<file path="config.mk">
export PLATFORM = sky130hd
export DESIGN_NAME = pcbe_out_queue_flat
export DESIGN_NICKNAME = d
export VERILOG_FILES = /design/src/design/pcbe_pkg.sv /design/src/design/pcbe_if.sv /design/src/design/pcbe_out_queue.sv /design/src/flat_wrapper.sv
export SDC_FILE = /design/constraint.sdc
export NUM_CORES = 1
export LEC_CHECK = 0
export BUFFER_PORTS_ARGS = -buffer_cell sky130_fd_sc_hd__buf_2
export CAP_MARGIN = 40
export CORE_MARGIN = 3
export CORE_UTILIZATION = 51
export DETAILED_ROUTE_END_ITERATION = 16
export GPL_ROUTABILITY_DRIVEN = 0
export PLACE_DENSITY = 0.91
export SETUP_SLACK_MARGIN = 0.2
export SLEW_MARGIN = 20
export SYNTH_ARGS = -nofsm -noshare
export SYNTH_HDL_FRONTEND = slang
export SYNTH_SLANG_ARGS = --single-unit
</file>
<file path="constraint.sdc">
create_clock -name clk -period 4.15 [get_ports clk]
set_clock_uncertainty 0.1 [all_clocks]
set_input_delay 0.83 -clock clk [delete_from_list [all_inputs] [get_ports clk]]
set_output_delay 0.83 -clock clk [all_outputs]
set_load 0.01 [all_outputs]
</file>
<file path="src/design/pcbe_pkg.sv">
// ----------------------------------------------------------------------------
// Prefix code byte encoder package
// Operation codes, the result burst type and shared helpers.
// ----------------------------------------------------------------------------
package pcbe_pkg;

	localparam int BYTE_BITS = 8;
	localparam int LEN_W = 6;
	localparam int CNT_W = 3;
	localparam int BURST_MAX = 4;

	typedef enum logic [1:0] {
		OP_LOAD = 2'd0,
		OP_ENCODE = 2'd1,
		OP_FINISH = 2'd2
	} pcbe_op_t;

	typedef struct packed {
		logic [BURST_MAX-1:0][BYTE_BITS-1:0] bytes;
		logic [CNT_W-1:0] count;
		logic [31:0] plen;
	} pcbe_burst_t;

	function automatic logic [31:0] sat_add(input logic [31:0] a, input logic [CNT_W-1:0] b);
		logic [32:0] s;
		s = {1'b0, a} + 33'(b);
		return s[32] ? 32'hFFFF_FFFF : s[31:0];
	endfunction

endpackage

</file>
<file path="src/design/pcbe_if.sv">


interface pcbe_stream_if;
	logic valid;
	logic ready;
	logic [7:0] out_byte;
	logic last;
	logic [31:0] payload_bytes;

	modport source(output valid, out_byte, last, payload_bytes, input ready);
	modport sink(input valid, out_byte, last, payload_bytes, output ready);
	modport monitor(input valid, ready, out_byte, last, payload_bytes);
endinterface

</file>
<file path="src/design/pcbe_out_queue.sv">
// ----------------------------------------------------------------------------
// Prefix code byte encoder output queue
// Holds the bytes of one item and sends them one beat per cycle while the receiver is ready.
// ----------------------------------------------------------------------------
module pcbe_out_queue (
	input logic clk,
	input logic arst_n,
	input logic push,
	input pcbe_pkg::pcbe_burst_t push_data,
	output logic can_take,
	pcbe_stream_if.source stream
);
	import pcbe_pkg::*;

	logic [BURST_MAX-1:0][BYTE_BITS-1:0] bytes_q;
	logic [CNT_W-1:0] cnt_q;
	logic [31:0] plen_q;
	logic pop;

	assign pop = stream.valid & stream.ready;
	assign can_take = (cnt_q == '0) | ((cnt_q == CNT_W'(1)) & stream.ready);

	always_ff @(posedge clk or negedge arst_n) begin
		if (!arst_n) begin
			cnt_q <= '0;
		end else if (push) begin
			cnt_q <= push_data.count;
		end else if (pop) begin
			cnt_q <= cnt_q - CNT_W'(1);
		end
	end

	always_ff @(posedge clk) begin
		if (push) begin
			bytes_q <= push_data.bytes;
			plen_q <= push_data.plen;
		end else if (pop) begin
			bytes_q <= bytes_q >> BYTE_BITS;
		end
	end

	assign stream.valid = (cnt_q != '0);
	assign stream.out_byte = bytes_q[0];
	assign stream.last = (cnt_q == CNT_W'(1));
	assign stream.payload_bytes = (cnt_q == CNT_W'(1)) ? plen_q : 32'd0;
endmodule

</file>
<file path="src/flat_wrapper.sv">
// flat-port wrapper written by rule: the top's interface ports become plain ports
module pcbe_out_queue_flat import pcbe_pkg::*;
  (clk, arst_n, push, push_data, can_take, stream_valid, stream_out_byte, stream_last, stream_payload_bytes, stream_ready);
  pcbe_stream_if stream_i ();
  input logic clk;
  input logic arst_n;
  input logic push;
  input pcbe_pkg::pcbe_burst_t push_data;
  output logic can_take;
  output wire logic [$bits(stream_i.valid)-1:0] stream_valid;
  output wire logic [$bits(stream_i.out_byte)-1:0] stream_out_byte;
  output wire logic [$bits(stream_i.last)-1:0] stream_last;
  output wire logic [$bits(stream_i.payload_bytes)-1:0] stream_payload_bytes;
  input wire logic [$bits(stream_i.ready)-1:0] stream_ready;
  assign stream_valid = stream_i.valid;
  assign stream_out_byte = stream_i.out_byte;
  assign stream_last = stream_i.last;
  assign stream_payload_bytes = stream_i.payload_bytes;
  assign stream_i.ready = stream_ready;
  pcbe_out_queue u_core (.clk(clk), .arst_n(arst_n), .push(push), .push_data(push_data), .can_take(can_take), .stream(stream_i));
endmodule
</file>
### Word level (Yosys, flattened, before mapping)

Cells that the tools add are included.

* logic and storage cells: 19
* register bits: 67
* memories kept: 0
* latch bits: 0
* input bits: 71
* ROM bits: 0
* bits in writable memories: 0
* output and inout bits: 43

* reduce and logical (&&, ||, !) cells: 3
* shifts and indexed selects: 0
* order comparisons: 0
* multiplexer cells: 5
* $mul: 0
* div/mod/pow operators: 0
* eq/ne operators: 1
* bitwise logic cells: 3
* add/sub/neg operators: 1

Operator list (count)
* 32-bit two-way mux: 3
* 3-bit two-way mux: 2
* 3-bit by 1-bit equality test with 1-bit output, second input constant: 1
* 3-bit logical NOT: 1
* 3-bit nonzero test: 1
* 3-bit by 1-bit subtractor with 3-bit output, second input constant: 1
* 1-bit bitwise AND: 2
* 2-bit nonzero test: 1
* 1-bit bitwise OR: 1

### Depth between registers and ports, before layout

Gate-level depths: netlist of run 1.

* depth in word-level cells: 4
* mapped depth: 6
* mapped depth without buffers: 5

### Worst setup path after synthesis of run 1

No wires, ideal clock.

* path kind: input to register
* start point: input port push
* end point: register u_core.bytes_q[10] in the netlist's numbering, enable pin
* buffers on the path: 1
* setup time: 0.388 ns
* required time: 3.662 ns
* cell stages on the path: 2
* path slack: 1.909 ns
* data arrival time: 1.753 ns
* cells stage by stage: clkbuf_1 > a21o_1

* cells in the longest elaborated chain, start to end: 1

Ends and longest elaborated chain
* start, declared: RTL line flat_wrapper.sv:7 `input logic push;`
* 2-bit nonzero test (no line)
* end signal, assigned: RTL line pcbe_out_queue.sv:35 `bytes_q <= push_data.bytes;`
* end signal, assigned: RTL line pcbe_out_queue.sv:38 `bytes_q <= bytes_q >> BYTE_BITS;`
* end, declared: RTL line pcbe_out_queue.sv:15 `logic [BURST_MAX-1:0][BYTE_BITS-1:0] bytes_q;`

No other way between the ends.
A chain may end at the register's enable or synchronous reset.

### Worst setup path in the final report of run 1

* start point: register u_core.cnt_q[1]
* end point: output port stream_payload_bytes[26]

* cells in the longest elaborated chain, start to end: 2

Ends and longest elaborated chain
* start, declared: RTL line pcbe_out_queue.sv:16 `logic [CNT_W-1:0] cnt_q;`
* start signal, assigned: RTL line pcbe_out_queue.sv:27 `cnt_q <= push_data.count;`
* start signal, assigned: RTL line pcbe_out_queue.sv:29 `cnt_q <= cnt_q - CNT_W'(1);`
* 3-bit by 1-bit equality test with 1-bit output: RTL line pcbe_out_queue.sv:45 `assign stream.payload_bytes = (cnt_q == CNT_W'(1)) ? plen_q : 32'd0;`
* 32-bit two-way mux: RTL line pcbe_out_queue.sv:45
* end, declared: RTL line flat_wrapper.sv:13 `output wire logic [$bits(stream_i.payload_bytes)-1:0] stream_payload_bytes;`

No other way between the ends.

==> results of run 1 <==
worst max-delay path, cell delays in order, from the launching register on:
cell and delay (ns):
dfrtp_1 0.39, inv_1 0.10, ha_1 0.15, and2b_2 0.42, and2_1 0.20, buf_2 0.14
worst min path at each step:
stage,from,end,slack [ns],depth (start not counted)
4_1_cts,arst_n,u_core.cnt_q[0],0.18,1
3_3_place_gp,u_core.cnt_q[1],u_core.cnt_q[1],0.42,2
2_1_floorplan,u_core.cnt_q[1],u_core.cnt_q[1],0.40,2
6_report,arst_n,u_core.cnt_q[0],0.19,1
5_1_grt,arst_n,u_core.cnt_q[1],0.18,1
3_5_place_dp,u_core.bytes_q[26],u_core.bytes_q[18],0.43,1
flip-flops by register name, summed over array words and instances, names as in the netlist:
register	count
u_core.plen_q	32
u_core.stream.out_byte	8
u_core.bytes_q	24
u_core.cnt_q	3
final cells by class:
class	instances	area, sq um
Timing Repair Buffer	117	596
Tap cell	70	87.6
Multi-Input combinational cell	86	663
Clock inverter	4	17.5
Clock buffer	12	135
Fill cell	390	1670
Sequential cell	67	2000
Inverter	2	7.51
power by group through the flow:
stage / Clock, mW / Sequential [mW] / Combinational, mW
3_3_place_gp: 0 / 0.846 / 0.177
6_report: 0.428 / 0.835 / 0.183
5_1_grt: 0.471 / 0.840 / 0.202
4_1_cts: 0.440 / 0.836 / 0.185
3_5_place_dp: 0 / 0.850 / 0.184
2_1_floorplan: 0 / 0.844 / 0.114
routing by layer:
metal,GRT usage [%],up-vias,routed length (microns)
met4,9.28,0,144
met3,2.60,11,222
met5,0,-,0
met1,18.4,793,1970
li1,-,825,-
met2,28.1,59,2760
through the flow:
step	cell area (sq um)	power, mW
finish	3500	1.45
global placement	3350	1.02
global route	3500	1.51
floorplan	2770	0.957
detailed placement	3350	1.03
CTS	3500	1.46
cell usage in the layout, fill, tap and decap left out, types with 2 or more instances in the layout:
cell | synthesis | layout
mux2_2 | 24 | 24
edfxtp_1 | 64 | 64
inv_1 | 2 | 2
and2_1 | 40 | 40
ha_1 | 3 | 3
buf_2 | 4 | 113
clkinv_1 | 0 | 2
nand2_1 | 6 | 6
clkbuf_8 | 0 | 9
buf_4 | 8 | 4
nand3_1 | 2 | 2
clkinv_2 | 0 | 2
nor2_1 | 2 | 2
clkbuf_1 | 3 | 3
dfrtp_1 | 3 | 3
logic make-up (layout without fill, tap and decap cells):
| kind of cell | after synthesis | count (layout) | share of synthesized area (%) |
|---|---|---|---|
| buf+inv | 18 | 135 | 3.97 |
| simple gates | 52 | 52 | 11.0 |
| fa+ha+maj | 3 | 3 | 1.36 |
| mux | 25 | 25 | 10.1 |
| compound gates | 6 | 6 | 1.45 |
| flops | 67 | 67 | 72.1 |
==> flow_summary.ini, run 1 <==
[outcome]
status = completed

[synth]
synth.yosys.seq_area_share_pct = 72.1
post_synth_num_cell_types = 22
synthTopCellsByArea = edfxtp_1, mux2_2, and2_1, dfrtp_1, buf_4
share_of_flip_flops_with_an_asynchronous_set_or_reset_after_synthesis_pct = 4.48
synthMostInstantiatedCell = edfxtp_1
synth_top_cell_area_share_pct = 69.4
synth_flop_type = edfxtp_1
syn_area_sq_um = 2770
postSynthAreaPerCell_sq_um = 16.2
yosys_register_bits = 67
synth.top_cells.by_count = edfxtp_1, and2_1, mux2_2
library_cell_occupying_the_most_area_in_the_post_synthesis_netlist = edfxtp_1
syn-instance-count = 171
syn-num-nets = 245
number_of_enable_flip_flop_cells_after_synthesis = 64
yosys_warnings = 0

[place]
place.port_buffers = 113
dp_slack_ns = 1.83
placed_cells = 342
dp_hpwl_microns = 3710

[clocking]
post-cts-setup-buffers = 0
cts_bufs_inserted = 9
cts_hold_buf = 0
cts.root.buffer_cell = clkbuf_8
htree_levels = 3
clock_tree_from_tritoncts = built
clk_latency_ns = 0.31
cts.clk_slew.worst_paths_ns = 0.06
post_cts.resized_instances = 0
tritoncts_num_sinks = 67
cts_max_path_buffers = 2

[floorplan]
floorplan.io_pins = 114
rows = 26
core_area_sq_um = 5170
chipWidth_microns = 79.7
fp.dieArea_sq_um = 6350
initial_utilization_pct = 53.6
die_height_microns = 79.7

[drt]
detailroute.via_count = 1688
viasPerCell = 4.72
routed_wl_microns = 5090
detailedRoute.firstIterationViolations = 90
drc_errors = 0
routed_wire_length_per_instance_microns = 14.2
firstDrtPassIters = 4
postRouteAntennaNets = 0

[setup_path]
startpoint = u_core.cnt_q[1]
reg2reg_from = u_core.cnt_q[0]
cp_data_arrival_time_ns = 1.72
maximum_fanout_encountered_on_the_critical_timing_path = 34
crit_start_category = flop
worst_endpoint_required_time_ns = 3.22
timing.reg2reg.worst_path_depth = 5
worstSetupEndpoint = stream_payload_bytes[26]
rrSetupSlack_ns = 2.29
worst_r2r_endpoint = u_core.stream.out_byte[2]
endpoint_kind = primary output
worstSetupPathType = flop to primary output

[sta]
post-route-min-period_ns = 2.65
holdWs_ns = 0.194
max_clock_freq_mhz = 378
slew_violations = 0
slew_headroom_pct = 71.0
final-hold-violation-count = 0
setup_ws_ns = 1.50
unrepaired_setup_endpoints_after_global_routing = no
finalSetupViolCount = 0
fin_crit_sh_pct = 63.8
tns_ns = 0
tightest_slew_ns = 0.435

[min_path]
worstHoldPathType = input pin to asynchronous set/reset pin

[grt]
antenna_violations_before_repair = 0
first_global_vias = 1667
pin_count_of_the_biggest_net_entering_global_routing = 35
gr-total-overflow = 0
groute.usage.overall_pct = 16.0
grt_pass1_wl_microns = 7660

[pwr]
cellPowerDensity_nw_per_um2 = 413
power.internal_mw = 1.12
power_frac_comb_pct = 12.6
static-leakage-power_nw = 1.57
p_sw_mw = 0.325
share_clk_of_total_power_pct = 29.6
seq_power_share_pct = 57.8
vdd.ir_drop.worst_mv = 0.245
switching_share_pct = 22.5

[finish]
area_growth_syn_to_layout_pct = 26.5
layout.core_utilization_pct = 67.7
antenna_cells_inserted = 0
finish.cell_count_without_fillers = 358
drive_gt1_share_pct = 53.5
layout.nets = 357

[job]
maxCapViolations = 0
No activity file was read; power rests on OpenSTA's default activity.
==> inputs of run 2 (changes only) <==
--- a/config.mk
+++ b/config.mk
@@ -5,13 +5,14 @@
 export SDC_FILE = /design/constraint.sdc
 export NUM_CORES = 1
 export LEC_CHECK = 0
+export ABC_AREA = 1
 export BUFFER_PORTS_ARGS = -buffer_cell sky130_fd_sc_hd__buf_2
 export CAP_MARGIN = 40
 export CORE_MARGIN = 3
-export CORE_UTILIZATION = 51
+export CORE_UTILIZATION = 44
 export DETAILED_ROUTE_END_ITERATION = 16
 export GPL_ROUTABILITY_DRIVEN = 0
-export PLACE_DENSITY = 0.91
+export PLACE_DENSITY = 0.83
 export SETUP_SLACK_MARGIN = 0.2
 export SLEW_MARGIN = 20
 export SYNTH_ARGS = -nofsm -noshare
==> constraint.sdc (replaced) <==
create_clock -name clk -period 2.33 [get_ports clk]
set_clock_uncertainty 0.1 [all_clocks]
set_input_delay 0.466 -clock clk [delete_from_list [all_inputs] [get_ports clk]]
set_output_delay 0.466 -clock clk [all_outputs]
set_load 0.01 [all_outputs]
==> run 2 against run 1 <==
  * Sequential power rose by 82%
  * First-iteration DRC count up 26%
  * Hold slack gained 0.019 ns
  * Synthesized cell count grew 56%
  * Highest routed layer unchanged
  * Total power up 99%
  * Largest cell class unchanged
  * Critical path depth did not move
  * Clock power rose by 100%
  * Global-route usage decreased by 0.36 points
  * Setup slack got worse by 1.1 ns
==> flow_summary.ini, run 2 <==
[synth]
synth.yosys.seq_area_share_pct = 68.9
syn-instance-count = 267
library_cell_occupying_the_most_area_in_the_post_synthesis_netlist = edfxtp_1
synthTopCellsByArea = edfxtp_1, nand2_1, inv_1, nor2_1, buf_4
number_of_enable_flip_flop_cells_after_synthesis = 64
synth.top_cells.by_count = nand2_1, edfxtp_1, inv_1
yosys_register_bits = 67
synthMostInstantiatedCell = nand2_1
synth_top_cell_area_share_pct = 66.3
yosys_warnings = 0
share_of_flip_flops_with_an_asynchronous_set_or_reset_after_synthesis_pct = 4.48
synth_flop_type = edfxtp_1
postSynthAreaPerCell_sq_um = 10.8
post_synth_num_cell_types = 14
syn-num-nets = 341
syn_area_sq_um = 2900

[drt]
postRouteAntennaNets = 0
routed_wire_length_per_instance_microns = 12.3
routed_wl_microns = 5610
firstDrtPassIters = 5
viasPerCell = 4.37
drc_errors = 0
detailedRoute.firstIterationViolations = 113
detailroute.via_count = 1991

[clocking]
clk_latency_ns = 0.32
post-cts-setup-buffers = 0
cts.clk_slew.worst_paths_ns = 0.07
cts_max_path_buffers = 2
htree_levels = 3
cts.root.buffer_cell = clkbuf_8
clock_tree_from_tritoncts = built
cts_bufs_inserted = 9
tritoncts_num_sinks = 67

[floorplan]
floorplan.io_pins = 114
die_height_microns = 87.1
rows = 28
fp.dieArea_sq_um = 7590
initial_utilization_pct = 47.2
core_area_sq_um = 6130
chipWidth_microns = 87.1

[finish]
area.sequential_sq_um = 2000
largest-register = u_core.plen_q
layout.nets = 452
multi_input_comb_area_sq_um = 597
drive_gt1_share_pct = 35.7
finish.cell_count_without_fillers = 456
fillCellCount = 506
final_common_cell = buf_2
area_growth_syn_to_layout_pct = 25.4
commonest_non_fill_non_tap_cells_in_the_layout = buf_2, nand2_1, edfxtp_1
largest_register_ffs = 32
antenna_cells_inserted = 0

[sta]
max_clock_freq_mhz = 506
post-route-min-period_ns = 1.98
slew_violations = 0
unrepaired_setup_endpoints_after_global_routing = no
tns_ns = 0
slew_headroom_pct = 68.7
fin_crit_sh_pct = 84.8
holdWs_ns = 0.213
finalSetupViolCount = 0
tightest_slew_ns = 0.469
final-hold-violation-count = 0

[grt]
pin_count_of_the_biggest_net_entering_global_routing = 46
first_global_vias = 1977
groute.usage.overall_pct = 15.7
grt_pass1_wl_microns = 9070
antenna_violations_before_repair = 0
gr-total-overflow = 0

[pwr]
power_frac_comb_pct = 17.0
switching_share_pct = 25.5
vdd.ir_drop.worst_mv = 0.470
p_sw_mw = 0.733
cellPowerDensity_nw_per_um2 = 792
seq_power_share_pct = 52.7
power.internal_mw = 2.15
static-leakage-power_nw = 1.93
share_clk_of_total_power_pct = 30.3

[setup_path]
crit_start_category = flop
maximum_fanout_encountered_on_the_critical_timing_path = 34
worstSetupPathType = flop to primary output
cp_data_arrival_time_ns = 1.41
worst_endpoint_required_time_ns = 1.76
crit_path_cell_trace = inv_2, ha_4, nand2_8, o21ai_0, buf_2
slowest_stage_delay_on_critical_path_ns = 0.37
crit_slowest_cell = dfrtp_1
endpoint_kind = primary output

[outcome]
status = completed

[min_path]
worstHoldPathType = input pin to flop

[place]
placed_cells = 441
dp_hpwl_microns = 3970
place.port_buffers = 113

[job]
maxCapViolations = 0
[run 2: changes by cell type in the layout (fill, tap and decap cells not counted), sizes merged, moves of 2 or more]
| cell | change |
|---|---|
| nand2 | +88 |
| mux2 | -24 |
| and2 | -40 |
| clkbuf | -2 |
| inv | +45 |
| nor2 | +30 |
| o21ai | +3 |
[run 2: critical path, delay by kind of cell (launching register included)]
kind,cells,cell delay (ns)
AO/OA/AOI/OAI,1,0.17
adder cells (fa/ha/maj),1,0.16
buffers and inverters,2,0.24
flip-flops,1,0.37
AND/OR/NAND/NOR,1,0.13
[run 2: cells by family after synthesis]
kind of cell | share of synthesized area (%)
compound gates | 0.864
fa+ha+maj | 1.30
buf+inv | 11.2
flops | 68.9
simple gates | 17.7
[run 2: path summary, 6_finish.rpt]
kind	slack (ns)	from	cells past startpoint	end
max in group asynchronous	1.67	arst_n	2	u_core.cnt_q[1]
setup reg to reg	0.60	u_core.cnt_q[0]	5	u_core.bytes_q[31]
setup / recovery	0.35	u_core.cnt_q[1]	5	can_take
hold / removal	0.21	push_data[9]	1	u_core.plen_q[9]
min in group asynchronous	0.36	arst_n	2	u_core.cnt_q[2]
hold reg to reg	0.41	u_core.bytes_q[31]	2	u_core.bytes_q[23]
[run 2: metal layers]
metal / GRT usage, % / wire (microns) / up-vias / part of all wire, %
met5: 0 / 0 / - / 0
met4: 8.93 / 119 / 0 / 2.1
met3: 3.41 / 342 / 9 / 6.1
met2: 26.6 / 2890 / 66 / 52
met1: 18.3 / 2260 / 881 / 40
li1: - / - / 1035 / -
[run 2: final cells by class]
class | instances | share of cell area [%]
repair buffers | 117 | 16.5
well taps | 75 | 2.58
clock inverters | 4 | 1.21
clock buffers | 10 | 3.51
multi-input cells | 136 | 16.4
flip-flops and latches | 67 | 55.0
inverters | 47 | 4.86
[run 2: through the flow]
step | utilization, % | total power [mW] | setup WS [ns] | cell area (sq um)
finish | 59.3 | 2.88 | 0.354 | 3630
global placement | 56.0 | 2.00 | 0.577 | 3430
detailed placement | 56.0 | 2.02 | 0.550 | 3430
CTS | 59.1 | 2.90 | 0.237 | 3620
floorplan | - | 1.86 | 0.758 | 2900
global route | 59.3 | 3.03 | 0.254 | 3630
[run 2: repair_timing]
item	4_1_cts	5_1_grt
pin swaps	0	0
resized for setup	2	2
endpoints found under the setup margin	1	18
hold endpoints to repair	3	0
hold buffers	1	0
[run 2: power by group through the flow]
| stage | Sequential [mW] | Combinational [mW] | Clock (mW) |
|---|---|---|---|
| floorplan | 1.53 | 0.323 | 0 |
| global placement | 1.54 | 0.461 | 0 |
| detailed placement | 1.54 | 0.477 | 0 |
| CTS | 1.52 | 0.491 | 0.896 |
| global route | 1.53 | 0.553 | 0.947 |
| finish | 1.52 | 0.489 | 0.871 |
